File: src/design/brf_pkg.sv
// shared types, codes and defaults for the byte ring fifo
package brf_pkg;

	localparam int DEPTH_DEF     = 256;
	localparam int MAX_BURST_DEF = 64;

	localparam int OP_W   = 3;
	localparam int BYTE_W = 8;
	localparam int N_W    = 7;
	localparam int FILL_W = 9;
	localparam int STAT_W = 3;
	localparam int KIND_W = 3;

	localparam int QDEPTH = 2;

	localparam logic [OP_W-1:0] OP_WRITE = 3'd0;
	localparam logic [OP_W-1:0] OP_READ  = 3'd1;
	localparam logic [OP_W-1:0] OP_BURST = 3'd2;
	localparam logic [OP_W-1:0] OP_DELIM = 3'd3;
	localparam logic [OP_W-1:0] OP_FLUSH = 3'd4;

	localparam logic [KIND_W-1:0] CMD_WRITE = 3'd0;
	localparam logic [KIND_W-1:0] CMD_READ  = 3'd1;
	localparam logic [KIND_W-1:0] CMD_BURST = 3'd2;
	localparam logic [KIND_W-1:0] CMD_DELIM = 3'd3;
	localparam logic [KIND_W-1:0] CMD_FLUSH = 3'd4;
	localparam logic [KIND_W-1:0] CMD_NOP   = 3'd5;

	localparam logic [STAT_W-1:0] STAT_OK         = 3'd0;
	localparam logic [STAT_W-1:0] STAT_EMPTY      = 3'd1;
	localparam logic [STAT_W-1:0] STAT_FULL       = 3'd2;
	localparam logic [STAT_W-1:0] STAT_NOT_ENOUGH = 3'd3;
	localparam logic [STAT_W-1:0] STAT_NOT_FOUND  = 3'd4;

	typedef struct packed {
		logic [KIND_W-1:0] kind;
		logic [BYTE_W-1:0] wbyte;
		logic [N_W-1:0]    n;
		logic [BYTE_W-1:0] dl;
	} cmd_t;

endpackage

File: src/design/brf_front.sv
// front end: accepts items and classifies them into commands
module brf_front #(
	parameter int MAX_BURST = brf_pkg::MAX_BURST_DEF
) (
	input  logic                        in_valid,
	output logic                        in_stall,
	input  logic [brf_pkg::OP_W-1:0]    op,
	input  logic [brf_pkg::BYTE_W-1:0]  write_byte,
	input  logic [brf_pkg::N_W-1:0]     burst_count,
	input  logic [brf_pkg::BYTE_W-1:0]  delimiter_byte,
	input  logic                        q_full,
	output logic                        q_push,
	output brf_pkg::cmd_t               q_cmd
);

	localparam logic [brf_pkg::N_W-1:0] N_MAX = brf_pkg::N_W'(MAX_BURST);

	assign in_stall = q_full;
	assign q_push   = in_valid && !q_full;

	always_comb begin
		q_cmd.wbyte = write_byte;
		q_cmd.dl    = delimiter_byte;
		q_cmd.n     = (burst_count > N_MAX) ? N_MAX : burst_count;
		case (op)
			brf_pkg::OP_WRITE: q_cmd.kind = brf_pkg::CMD_WRITE;
			brf_pkg::OP_READ:  q_cmd.kind = brf_pkg::CMD_READ;
			brf_pkg::OP_BURST: q_cmd.kind = brf_pkg::CMD_BURST;
			brf_pkg::OP_DELIM: q_cmd.kind = brf_pkg::CMD_DELIM;
			brf_pkg::OP_FLUSH: q_cmd.kind = brf_pkg::CMD_FLUSH;
			default:           q_cmd.kind = brf_pkg::CMD_NOP;
		endcase
	end

endmodule

File: src/design/brf_queue.sv
// short command queue between front and back
module brf_queue (
	input  logic          clk,
	input  logic          arst_n,
	input  logic          push,
	input  brf_pkg::cmd_t push_cmd,
	output logic          full,
	input  logic          pop,
	output logic          cmd_valid,
	output brf_pkg::cmd_t cmd
);

	localparam int AW = (brf_pkg::QDEPTH > 1) ? $clog2(brf_pkg::QDEPTH) : 1;
	localparam int CW = $clog2(brf_pkg::QDEPTH + 1);

	brf_pkg::cmd_t   entry_q [brf_pkg::QDEPTH];
	logic [AW-1:0]   wr_q;
	logic [AW-1:0]   rd_q;
	logic [CW-1:0]   cnt_q;
	logic            do_push;
	logic            do_pop;

	assign full      = (cnt_q == CW'(brf_pkg::QDEPTH));
	assign cmd_valid = (cnt_q != '0);
	assign cmd       = entry_q[rd_q];
	assign do_push   = push && !full;
	assign do_pop    = pop && cmd_valid;

	function automatic logic [AW-1:0] nxt(input logic [AW-1:0] p);
		return (p == AW'(brf_pkg::QDEPTH - 1)) ? '0 : AW'(p + 1'b1);
	endfunction

	always_ff @(posedge clk) begin
		if (do_push) begin
			entry_q[wr_q] <= push_cmd;
		end
	end

	always_ff @(posedge clk or negedge arst_n) begin
		if (!arst_n) begin
			wr_q  <= '0;
			rd_q  <= '0;
			cnt_q <= '0;
		end else begin
			if (do_push) begin
				wr_q <= nxt(wr_q);
			end
			if (do_pop) begin
				rd_q <= nxt(rd_q);
			end
			if (do_push && !do_pop) begin
				cnt_q <= cnt_q + 1'b1;
			end else if (do_pop && !do_push) begin
				cnt_q <= cnt_q - 1'b1;
			end
		end
	end

endmodule

File: src/design/brf_back.sv
// back end: ring store, pointers, scan and emit sequencer, result register
module brf_back #(
	parameter int DEPTH = brf_pkg::DEPTH_DEF
) (
	input  logic                          clk,
	input  logic                          arst_n,
	input  logic                          cfg_write,
	input  logic [brf_pkg::FILL_W-1:0]    cfg_data,
	input  logic                          cmd_valid,
	input  brf_pkg::cmd_t                 cmd,
	output logic                          cmd_pop,
	output logic                          out_valid,
	input  logic                          out_stall,
	output logic [brf_pkg::BYTE_W-1:0]    read_value,
	output logic                          value_valid,
	output logic [brf_pkg::STAT_W-1:0]    status,
	output logic [brf_pkg::N_W-1:0]       taken_count,
	output logic [brf_pkg::FILL_W-1:0]    fill_level,
	output logic                          last
);

	localparam int PTR_W = (DEPTH > 1) ? $clog2(DEPTH) : 1;
	localparam int XW    = (PTR_W + 1 > brf_pkg::FILL_W + 1) ? PTR_W + 1 : brf_pkg::FILL_W + 1;
	localparam int FW    = brf_pkg::FILL_W;
	localparam int NW    = brf_pkg::N_W;
	localparam logic [FW-1:0] CAP_MAX = {FW{1'b1}};
	localparam logic [FW-1:0] CAP_RST = (DEPTH > int'(CAP_MAX)) ? CAP_MAX : FW'(DEPTH);

	localparam logic [1:0] ST_IDLE   = 2'd0;
	localparam logic [1:0] ST_SCAN   = 2'd1;
	localparam logic [1:0] ST_EMIT   = 2'd2;
	localparam logic [1:0] ST_SINGLE = 2'd3;

	logic [brf_pkg::BYTE_W-1:0] store [DEPTH];
	logic [brf_pkg::BYTE_W-1:0] mem_q;

	logic [1:0]                 state_q;
	logic [FW-1:0]              cap_q;
	logic [PTR_W-1:0]           rp_q;
	logic [PTR_W-1:0]           wp_q;
	logic [PTR_W-1:0]           sp_q;
	logic [FW-1:0]              count_q;
	logic [NW-1:0]              rem_q;
	logic [NW-1:0]              lim_q;
	logic [NW-1:0]              scan_idx_q;
	logic [NW-1:0]              taken_q;
	logic [brf_pkg::BYTE_W-1:0] dl_q;
	logic                       delim_q;
	logic [brf_pkg::STAT_W-1:0] status_q;
	logic                       rd_v_s1;
	logic [NW-1:0]              chk_idx_s1;

	logic                       ovalid_q;
	logic [brf_pkg::BYTE_W-1:0] oval_q;
	logic                       ovv_q;
	logic [brf_pkg::STAT_W-1:0] ostat_q;
	logic [NW-1:0]              otaken_q;
	logic [FW-1:0]              ofill_q;
	logic                       olast_q;

	logic                       out_free;
	logic                       full;
	logic [FW-1:0]              n9;
	logic [NW-1:0]              lim;
	logic                       found;
	logic                       scan_end;
	logic                       rd_en;
	logic [PTR_W-1:0]           rd_addr;
	logic                       wr_en;
	logic [FW-1:0]              cfg_cap;

	function automatic logic [PTR_W-1:0] adv(input logic [PTR_W-1:0] p,
		input logic [FW-1:0] cap);
		logic [XW-1:0] t;
		t = XW'(p) + XW'(1);
		return (t == XW'(cap)) ? '0 : PTR_W'(t);
	endfunction

	assign out_free = !ovalid_q || !out_stall;
	assign full     = (count_q >= cap_q);
	assign n9       = FW'(cmd.n);
	assign lim      = (count_q < n9) ? NW'(count_q) : cmd.n;
	assign found    = rd_v_s1 && (mem_q == dl_q);
	assign scan_end = rd_v_s1 && (chk_idx_s1 == lim_q - 1'b1);
	assign cmd_pop  = (state_q == ST_IDLE) && cmd_valid;
	assign cfg_cap  = (cfg_data == '0) ? FW'(1) :
		((32'(cfg_data) > 32'(DEPTH)) ? FW'(DEPTH) : cfg_data);

	always_comb begin
		rd_en   = 1'b0;
		rd_addr = rp_q;
		wr_en   = 1'b0;
		case (state_q)
			ST_IDLE: begin
				if (cmd_valid) begin
					wr_en = (cmd.kind == brf_pkg::CMD_WRITE) && !full;
					rd_en = ((cmd.kind == brf_pkg::CMD_READ) && (count_q != '0)) ||
						((cmd.kind == brf_pkg::CMD_BURST) && !(count_q < n9) &&
						(cmd.n != '0));
				end
			end
			ST_SCAN: begin
				if (found) begin
					rd_en = (chk_idx_s1 != '0);
				end else if (!scan_end && (scan_idx_q < lim_q)) begin
					rd_en   = 1'b1;
					rd_addr = sp_q;
				end
			end
			ST_EMIT: begin
				rd_en = out_free && (rem_q != NW'(1));
			end
			default: begin
				rd_en = 1'b0;
			end
		endcase
	end

	always_ff @(posedge clk) begin
		if (wr_en) begin
			store[wp_q] <= cmd.wbyte;
		end
		if (rd_en) begin
			mem_q <= store[rd_addr];
		end
	end

	always_ff @(posedge clk or negedge arst_n) begin
		if (!arst_n) begin
			state_q    <= ST_IDLE;
			cap_q      <= CAP_RST;
			rp_q       <= '0;
			wp_q       <= '0;
			sp_q       <= '0;
			count_q    <= '0;
			rem_q      <= '0;
			lim_q      <= '0;
			scan_idx_q <= '0;
			taken_q    <= '0;
			dl_q       <= '0;
			delim_q    <= 1'b0;
			status_q   <= brf_pkg::STAT_OK;
			rd_v_s1    <= 1'b0;
			chk_idx_s1 <= '0;
			ovalid_q   <= 1'b0;
			oval_q     <= '0;
			ovv_q      <= 1'b0;
			ostat_q    <= brf_pkg::STAT_OK;
			otaken_q   <= '0;
			ofill_q    <= '0;
			olast_q    <= 1'b0;
		end else begin
			if (ovalid_q && !out_stall) begin
				ovalid_q <= 1'b0;
			end
			if (cfg_write) begin
				cap_q   <= cfg_cap;
				rp_q    <= '0;
				wp_q    <= '0;
				count_q <= '0;
			end
			case (state_q)
				ST_IDLE: begin
					if (cmd_valid) begin
						status_q <= brf_pkg::STAT_OK;
						state_q  <= ST_SINGLE;
						case (cmd.kind)
							brf_pkg::CMD_WRITE: begin
								if (full) begin
									status_q <= brf_pkg::STAT_FULL;
								end else begin
									wp_q    <= adv(wp_q, cap_q);
									count_q <= count_q + 1'b1;
								end
							end
							brf_pkg::CMD_READ: begin
								if (count_q == '0) begin
									status_q <= brf_pkg::STAT_EMPTY;
								end else begin
									rp_q    <= adv(rp_q, cap_q);
									count_q <= count_q - 1'b1;
									rem_q   <= NW'(1);
									delim_q <= 1'b0;
									state_q <= ST_EMIT;
								end
							end
							brf_pkg::CMD_BURST: begin
								if (count_q < n9) begin
									status_q <= brf_pkg::STAT_NOT_ENOUGH;
								end else if (cmd.n != '0) begin
									rp_q    <= adv(rp_q, cap_q);
									count_q <= count_q - n9;
									rem_q   <= cmd.n;
									delim_q <= 1'b0;
									state_q <= ST_EMIT;
								end
							end
							brf_pkg::CMD_DELIM: begin
								if (lim == '0) begin
									status_q <= brf_pkg::STAT_NOT_FOUND;
								end else begin
									lim_q      <= lim;
									dl_q       <= cmd.dl;
									sp_q       <= rp_q;
									scan_idx_q <= '0;
									rd_v_s1    <= 1'b0;
									state_q    <= ST_SCAN;
								end
							end
							brf_pkg::CMD_FLUSH: begin
								rp_q    <= '0;
								wp_q    <= '0;
								count_q <= '0;
							end
							default: begin
								status_q <= brf_pkg::STAT_OK;
							end
						endcase
					end
				end
				ST_SCAN: begin
					if (found) begin
						rd_v_s1 <= 1'b0;
						rp_q    <= adv(rp_q, cap_q);
						count_q <= count_q - FW'(chk_idx_s1) - 1'b1;
						if (chk_idx_s1 == '0) begin
							status_q <= brf_pkg::STAT_OK;
							state_q  <= ST_SINGLE;
						end else begin
							rem_q   <= chk_idx_s1;
							taken_q <= chk_idx_s1;
							delim_q <= 1'b1;
							state_q <= ST_EMIT;
						end
					end else if (scan_end) begin
						rd_v_s1  <= 1'b0;
						status_q <= brf_pkg::STAT_NOT_FOUND;
						state_q  <= ST_SINGLE;
					end else if (scan_idx_q < lim_q) begin
						sp_q       <= adv(sp_q, cap_q);
						scan_idx_q <= scan_idx_q + 1'b1;
						rd_v_s1    <= 1'b1;
						chk_idx_s1 <= scan_idx_q;
					end else begin
						rd_v_s1 <= 1'b0;
					end
				end
				ST_EMIT: begin
					if (out_free) begin
						ovalid_q <= 1'b1;
						oval_q   <= mem_q;
						ovv_q    <= 1'b1;
						ostat_q  <= brf_pkg::STAT_OK;
						ofill_q  <= count_q;
						olast_q  <= (rem_q == NW'(1));
						otaken_q <= ((rem_q == NW'(1)) && delim_q) ? taken_q : '0;
						if (rem_q != NW'(1)) begin
							rp_q  <= adv(rp_q, cap_q);
							rem_q <= rem_q - 1'b1;
						end else begin
							// step over the delimiter
							if (delim_q) begin
								rp_q <= adv(rp_q, cap_q);
							end
							state_q <= ST_IDLE;
						end
					end
				end
				ST_SINGLE: begin
					if (out_free) begin
						ovalid_q <= 1'b1;
						oval_q   <= '0;
						ovv_q    <= 1'b0;
						ostat_q  <= status_q;
						otaken_q <= '0;
						ofill_q  <= count_q;
						olast_q  <= 1'b1;
						state_q  <= ST_IDLE;
					end
				end
				default: begin
					state_q <= ST_IDLE;
				end
			endcase
		end
	end

	assign out_valid   = ovalid_q;
	assign read_value  = oval_q;
	assign value_valid = ovv_q;
	assign status      = ostat_q;
	assign taken_count = otaken_q;
	assign fill_level  = ofill_q;
	assign last        = olast_q;

endmodule

File: src/design/byte_ring_fifo_with_delimiter_read.sv
// byte ring fifo with burst and delimiter reads, top level
// usage:
//   input channel (in_valid / in_stall) carries one operation per item: write a
//   byte, read a byte, read a burst, read up to a delimiter, or flush
//   output channel (out_valid / out_stall) carries one or more results per item,
//   the final one flagged by last; every result shows the fill level that holds
//   after the whole operation
//   cfg_write / cfg_data set the capacity and empty the ring; write it only while
//   no item is in flight
// timing:
//   items enter a two-entry command queue, so the input keeps taking items while
//   the back end works or the output is stalled
//   write, flush, refusals and unknown ops: 2 cycles in the back end
//   read and burst of n bytes: 1 + n cycles, one byte a cycle from the store
//   delimiter read: the scan reads one byte a cycle (about k + 2 cycles for a
//   delimiter at offset k), then emits the k bytes at one a cycle
//   the single-port byte store sets the pace of bursts and scans
// reset: the ring is empty and the capacity is DEPTH (at most 511)
// stall: a stalled result holds; the back end waits, then the queue fills and
//   in_stall rises
module byte_ring_fifo_with_delimiter_read #(
	parameter int DEPTH     = brf_pkg::DEPTH_DEF,
	parameter int MAX_BURST = brf_pkg::MAX_BURST_DEF
) (
	input  logic                          clk,
	input  logic                          arst_n,
	input  logic                          cfg_write,
	input  logic [brf_pkg::FILL_W-1:0]    cfg_data,
	input  logic                          in_valid,
	output logic                          in_stall,
	input  logic [brf_pkg::OP_W-1:0]      op,
	input  logic [brf_pkg::BYTE_W-1:0]    write_byte,
	input  logic [brf_pkg::N_W-1:0]       burst_count,
	input  logic [brf_pkg::BYTE_W-1:0]    delimiter_byte,
	output logic                          out_valid,
	input  logic                          out_stall,
	output logic [brf_pkg::BYTE_W-1:0]    read_value,
	output logic                          value_valid,
	output logic [brf_pkg::STAT_W-1:0]    status,
	output logic [brf_pkg::N_W-1:0]       taken_count,
	output logic [brf_pkg::FILL_W-1:0]    fill_level,
	output logic                          last
);

	logic          q_full;
	logic          q_push;
	brf_pkg::cmd_t q_cmd;
	logic          cmd_valid;
	logic          cmd_pop;
	brf_pkg::cmd_t cmd;

	brf_front #(
		.MAX_BURST(MAX_BURST)
	) u_front (
		.in_valid       (in_valid),
		.in_stall       (in_stall),
		.op             (op),
		.write_byte     (write_byte),
		.burst_count    (burst_count),
		.delimiter_byte (delimiter_byte),
		.q_full         (q_full),
		.q_push         (q_push),
		.q_cmd          (q_cmd)
	);

	brf_queue u_queue (
		.clk       (clk),
		.arst_n    (arst_n),
		.push      (q_push),
		.push_cmd  (q_cmd),
		.full      (q_full),
		.pop       (cmd_pop),
		.cmd_valid (cmd_valid),
		.cmd       (cmd)
	);

	brf_back #(
		.DEPTH(DEPTH)
	) u_back (
		.clk         (clk),
		.arst_n      (arst_n),
		.cfg_write   (cfg_write),
		.cfg_data    (cfg_data),
		.cmd_valid   (cmd_valid),
		.cmd         (cmd),
		.cmd_pop     (cmd_pop),
		.out_valid   (out_valid),
		.out_stall   (out_stall),
		.read_value  (read_value),
		.value_valid (value_valid),
		.status      (status),
		.taken_count (taken_count),
		.fill_level  (fill_level),
		.last        (last)
	);

endmodule

File: config.mk
export PLATFORM = sky130hd
export DESIGN_NAME = byte_ring_fifo_with_delimiter_read
export DESIGN_NICKNAME = d
export VERILOG_FILES = /design/src/design/brf_pkg.sv /design/src/design/brf_front.sv /design/src/design/brf_queue.sv /design/src/design/brf_back.sv /design/src/design/byte_ring_fifo_with_delimiter_read.sv
export SDC_FILE = /design/constraint.sdc
export NUM_CORES = 2
export LEC_CHECK = 0
export BUFFER_PORTS_ARGS = -buffer_cell sky130_fd_sc_hd__buf_2
export CAP_MARGIN = 5
export CORE_AREA = 10 10 569 571
export CTS_CLUSTER_SIZE = 16
export DETAILED_ROUTE_END_ITERATION = 10
export DIE_AREA = 0 0 579 581
export GPL_TIMING_DRIVEN = 1
export PLACE_DENSITY = 0.46
export SLEW_MARGIN = 10
export SYNTH_ARGS = -nofsm -noshare
export SYNTH_HDL_FRONTEND = slang
export SYNTH_SLANG_ARGS = --single-unit
File: constraint.sdc
create_clock -name clk -period 4.55 [get_ports clk]
set_input_delay 0.455 -clock clk [delete_from_list [all_inputs] [get_ports clk]]
set_output_delay 0.455 -clock clk [all_outputs]
set_load 0.01 [all_outputs]
Word-level counts from Yosys, hierarchy flattened
Memory sizes are Yosys's and may differ from the RTL's. A register that Yosys moved wholly into a read port is not among the register bits.
Cells that the tools add are included.
Operators by class
  muxes and demuxes: 130
  bitwise gates (word level): 4
  reduce and logical (&&, ||, !) cells: 53
  magnitude comparators: 5
  equality and inequality tests: 37
  add/sub/neg operators: 15
Operators with widths (number)
  8-bit two-way mux: 27
  7-bit two-way mux: 19
  9-bit two-way mux: 9
  8-bit one-hot mux with 2 select lines: 3
  8-bit one-hot mux with 3 select lines: 2
  7-bit one-hot mux with 2 select lines: 3
  9-bit one-hot mux with 4 select lines: 1
  1-bit two-way mux: 33
  10-bit by 9-bit equality test with 1-bit output: 3
  8-bit by 1-bit adder with 9-bit output, second input constant: 3
  2-bit two-way mux: 12
  3-bit two-way mux: 7
  7-bit one-hot mux with 3 select lines: 1
  9-bit logical NOT: 2
  9-bit one-hot mux with 2 select lines: 1
  9-bit by 1-bit subtractor with 9-bit output, second input constant: 2
  9-bit by 7-bit subtractor with 9-bit output: 2
  1-bit logical AND: 16
  4-bit AND reduction: 4
  3-bit != test, second input constant: 5
  3-bit one-hot mux with 5 select lines: 1
  7-bit logical NOT: 2
  7-bit nonzero test: 2
  7-bit by 1-bit subtractor with 7-bit output, second input constant: 2
  43 further kinds: 82
Storage, ports and cells
  bits in writable memories: 2100
  memories kept: 2
  register bits: 126
  word-level logic and storage cells: 271
Memory list
  u_back.store: depth 256, width 8, read ports 1, clocked after Yosys merged registers in 1, wr ports 1, RTL line brf_back.sv:34  | logic [brf_pkg::BYTE_W-1:0] store [DEPTH];
  u_queue.entry_q: depth 2, width 26, read ports 1, clocked after Yosys merged registers in 0, wr ports 1, RTL line brf_queue.sv:16  | brf_pkg::cmd_t entry_q [brf_pkg::QDEPTH];

Depth between registers and ports, before layout
  depth in word-level cells: 8
  depth in mapped cells: 21
  mapped depth without buffers: 15

Modules after synthesis
From an unflattened synthesis, not the netlist that was laid out.
Second synthesis, totals
  cell total of the unflattened synthesis: 7292
  area total of the unflattened synthesis: 93657.3 um^2
By module, submodules not included
  brf_back: instances 1, area each 91287.6 um^2, seq. area each 64793.4 um^2, cells each 7164
  brf_queue: instances 1, area each 2177.1 um^2, seq. area each 1661.6 um^2, cells each 100
  brf_front: instances 1, area each 192.7 um^2, seq. area each 0.0 um^2, cells each 28

Worst setup path after synthesis
No wires, ideal clock.
  path type: register to register
  start: reg u_queue.rd_q
  end: reg u_back.sp_q[2]
  setup slack: 0.173 ns
  path buffers: 5
  arrival time: 4.251 ns
  period minus slack after synthesis: 4.377 ns
  cell stages (with the launch flop): 18
  path through: dfrtp_1 -> clkbuf_1 -> buf_1 -> mux2i_1 -> ha_1 -> o21ai_0 -> a21oi_1 -> o21ai_0 -> a21boi_0 -> o21a_1 -> or3_1 -> clkbuf_1 -> mux2i_1 -> nand3b_1 -> a22o_1 -> clkbuf_1 -> clkbuf_1 -> a221o_1
On the way
  cells in the longest elaborated chain, start to end: 6
  elaborated cells between the ends (all ways): 8
  classes of those cells: 1 x order compare; 3 x eq/ne; 1 x mux; 2 x reduce/logical; 1 x memory
RTL lines
  from (decl): RTL line brf_queue.sv:18  | logic [AW-1:0] rd_q;
  from (signal assigned): RTL line brf_queue.sv:49  | rd_q <= nxt(rd_q);
  memory read 2 x 26 bit *
  9-bit by 7-bit < comparator with 1-bit output: RTL line brf_back.sv:82  | assign lim = (count_q < n9) ? NW'(count_q) : cmd.n;
  7-bit two-way mux: RTL line brf_back.sv:82
  7-bit logical NOT: RTL line brf_back.sv:199  | if (lim == '0) begin
  2-bit != test (no line)
  7-bit AND reduction (no line) *
  to (signal assigned): RTL line brf_back.sv:204  | sp_q <= rp_q;
  to (signal assigned): RTL line brf_back.sv:240  | sp_q <= adv(sp_q, cap_q);
  to (decl): RTL line brf_back.sv:41  | logic [PTR_W-1:0] sp_q;
Every way passes the cells marked *; elsewhere a longest branch is shown, timed or not.
A chain may end at the register's enable or synchronous reset.

Worst setup path after layout
  start: reg u_back.lim_q[4]
  end: reg u_back.mem_q[3] (netlist bit) (read register of u_back.store), data pin
On the way
  cells in the longest elaborated chain, start to end: 8
  elaborated cells between the ends (all ways): 12
  classes of those cells: 1 x add/sub; 1 x order compare; 1 x eq/ne; 6 x mux; 3 x reduce/logical
RTL lines
  from (decl): RTL line brf_back.sv:44  | logic [NW-1:0] lim_q;
  from (signal assigned): RTL line brf_back.sv:202  | lim_q <= lim;
  7-bit by 1-bit subtractor with 7-bit output: RTL line brf_back.sv:84  | assign scan_end = rd_v_s1 && (chk_idx_s1 == lim_q - 1'b1);
  7-bit equality test: RTL line brf_back.sv:84
  1-bit logical AND: RTL line brf_back.sv:84
  1-bit logical NOT: RTL line brf_back.sv:105  | end else if (!scan_end && (scan_idx_q < lim_q)) begin
  1-bit logical AND *: RTL line brf_back.sv:105
  1-bit two-way mux or 8-bit two-way mux (tied branches): RTL line brf_back.sv:105
  1-bit two-way mux or 8-bit two-way mux (tied branches): RTL line brf_back.sv:103  | if (found) begin
  1-bit one-hot mux with 3 select lines or 8-bit two-way mux (tied branches): RTL line brf_back.sv:93  | case (state_q)
  to (decl): RTL line brf_back.sv:35  | logic [brf_pkg::BYTE_W-1:0] mem_q;
Marked as above.

==> flow_summary.toml <==
[clocking]
clk_path_buf_depth = 4
cts-root-buf = "clkbuf_16"
cts_buffers = 245
cts_tree = "yes"
h-tree-depth = 4
clk_pin_slew_ps = 60
clock-sinks = 2234
clk_latency_ps = 940

[die]
core_area_um2 = 311000
fp.dieW_um = 579
start_util_pct = 29.9
die_h_um = 581
die_area_um2 = 336000
ioPinCount = 71
std_cell_rows = 205

[run]
maxCapViolCount = 0

[grt]
grt_pass1_wl_um = 507000
grt_pass1_vias = 65079
track_usage_pct = 20.7
grt_overflow_total = 0
antenna_found_initial = 31
grt_max_degree = 104

[layout]
area_delta_synth_final_pct = 27.5
instances_no_fill = 12842
nets = 8569
drive_gt1_share_pct = 23.6

[logic_synthesis]
ys_seq_elements = 2234
synth_top_cells_by_count = "edfxtp_1, nand2_1, nand3_1"
synth_edf_count = 2108
synthTopCellsByArea = "edfxtp_1, nand2_1, dfrtp_1"
netlist.area_leader.share_pct = 68.0
ys_types = 93
synth_area_um2 = 93100
ys_seq_area_share_pct = 71.4
ys_warn_count = 0
synthFlopType = "edfxtp_1"
synthCells = 7251
syn_nets = 7339
syn_area_per_cell_um2 = 12.8
ys_async_sr_fraction_pct = 5.64
yosys.area.top_type = "edfxtp_1"
yosysMostFrequentCell = "edfxtp_1"

[drt]
vias = 67464
first_iter_violations = 8178
drc = 0
drtAntennaViolNets = 0
drt-pass1-iter-count = 6
routed_wirelength_um = 364000
post_drt_wl_per_cell_um = 28.3
viasPerCell = 5.25

[worst_setup_path]
crit_fanout = 7
critPathLaunchType = "register"
criticalPathCategory = "register to register"
cp-end-kind = "register"
cp_data_required_time_ps = 5220
arrival_ps = 5590

[sta]
setup_tns_ps = -2030
hold_viol_final = 0
rsz0062_at_grt = "yes"
worst_pin_slew_ps = 1150
finalSetupViolCount = 8
period_share_pct = 108
fin_skew_ps = 47.4
fin_ws_ps = -365
fin_crit_ps = 4920
fmax_mhz = 203
max_slew_margin_pct = 23.0
slew_viol_final = 0

[outcome]
failed_checks = "setup timing"
status = "complete, but fails checks"

[placement]
place.gp.congestion = 0.906
post-dp-hpwl_um = 244000
port_buffers = 70
place_ws_ps = -1580
dp_cells = 12251

[power_and_ir_drop]
p_leak_nw = 43.1
powerDensity_nw_per_um2 = 672
irDropWorstVdd_mv = 0.450
finalPower_mw = 79.7

[worst_hold_path]
hold_class = "input port to register"
[cell type report]
| class | count | area (um^2) |
|---|---|---|
| repair buffers | 1453 | 13300 |
| flip-flops and latches | 2234 | 66500 |
| well taps | 4140 | 5180 |
| fillers | 29888 | 193000 |
| inverters | 61 | 229 |
| clock inverters | 151 | 1320 |
| diodes | 11 | 27.5 |
| clock buffers | 306 | 6460 |
| multi-input cells | 4486 | 25700 |
[per-layer routing]
layer  part of all wire, %  GRT usage [%]
met5                0.0085              0
met4                   4.1           7.22
met3                   7.8           3.38
met2                    45           31.9
met1                    44           29.3
[registers in the layout, indices dropped and copies added (netlist names), 9 cells and up]
signal             flops
u_back.count_q         9
u_back.fill_level      9
u_queue.entry_q       52
u_back.store        2048
u_back.cap_q           9
[worst max-delay path, cell delays in order (launching register included)]
cell and delay (ps):
dfrtp_1 390, inv_2 90, ha_4 200, a21o_1 180, a221oi_4 360, buf_4 170, o211ai_1 100, buf_4 200
buf_6 130, o21ai_4 170, buf_12 130, nand2_8 70, buf_12 160, buf_12 150, buf_16 150, buf_6 130
nand2_1 70, a311oi_2 120, nor4_2 270, buf_4 210, o21ai_1 80, buf_4 140, nand3_2 80, nand4_1 350
or4_4 540
[metrics by stage]
step,instance area [um^2],hold slack [ps],utilization [%]
6_report,119000,108,38.1
5_1_grt,119000,100,38.1
4_1_cts,117000,31.9,37.7
3_5_place_dp,108000,467,34.6
3_3_place_gp,108000,455,34.6
2_1_floorplan,93100,159,-
[what timing repair did]
item / CTS / global route
hold buffers: 40 / 0
cloned: 3 / 7
buffers inserted: 41 / 43
pin swaps: 40 / 80
gates resized for setup: 183 / 189
endpoints found under the hold margin: 149 / 0
endpoints found under the setup margin: 8 / 11
[final timing paths]
path / start / end / slack (ps) / cells past startpoint
worst max-delay path: u_back.lim_q[4]$_DFFE_PN0P_ / u_back.mem_q[3]$_DFFE_PP_ / -370 / 24
worst min-delay path: cfg_write / u_back.cap_q[8]$_DFFE_PN1P_ / 110 / 4
worst max register to register: u_back.lim_q[4]$_DFFE_PN0P_ / u_back.mem_q[3]$_DFFE_PP_ / -370 / 24
worst min register to register: u_back.value_valid$_DFFE_PN0P_ / u_back.value_valid$_DFFE_PN0P_ / 470 / 1
max in group asynchronous: arst_n / u_back.dl_q[4]$_DFFE_PN0P_ / 3160 / 3
min in group asynchronous: arst_n / u_queue.cnt_q[1]$_DFFE_PN0P_ / 230 / 2
[report_power, final]
part,total (mW),switching [mW],internal (mW)
sequential,25.8,0.462,25.4
clock,19.6,8.56,11.0
combinational,34.3,21.8,12.5
total,79.7,30.8,48.9
[placed cells by master, fill, tap and decap left out, types with 19 or more instances in the layout]
| cell | instances |
|---|---|
| a211oi_1 | 67 |
| a211oi_2 | 24 |
| a21o_1 | 23 |
| a21oi_1 | 318 |
| a22o_1 | 22 |
| a311oi_1 | 75 |
| a31oi_1 | 141 |
| and3_1 | 191 |
| buf_12 | 146 |
| buf_2 | 69 |
| buf_4 | 1127 |
| buf_6 | 44 |
| clkbuf_1 | 53 |
| clkbuf_16 | 254 |
| clkinv_1 | 60 |
| clkinv_2 | 53 |
| dfrtp_1 | 123 |
| dlygate4sd3_1 | 40 |
| edfxtp_1 | 2108 |
| ha_1 | 42 |
| inv_1 | 54 |
| mux2_2 | 19 |
| mux2i_1 | 161 |
| nand2_1 | 1715 |
| nand2_2 | 24 |
| nand3_1 | 370 |
| nand4_1 | 29 |
| nor2_1 | 359 |
| nor2b_1 | 27 |
| nor3_1 | 74 |
| nor4_1 | 34 |
| o211ai_1 | 25 |
| o21ai_0 | 145 |
| o221ai_1 | 45 |
| o22ai_1 | 48 |
| xnor2_1 | 52 |
| xor2_1 | 28 |
[logic make-up after synthesis]
group | count (synthesis) | share of synthesized area [%]
and+or+nand+nor | 2976 | 13.8
adders and majority gates | 48 | 0.661
xor gates and xnor gates | 82 | 0.772
buffers and inverters | 531 | 2.81
DFF | 2234 | 71.4
muxes | 203 | 2.27
AOI/OAI and AO/OA | 1177 | 8.28
(Power assumes the default switching activity.)
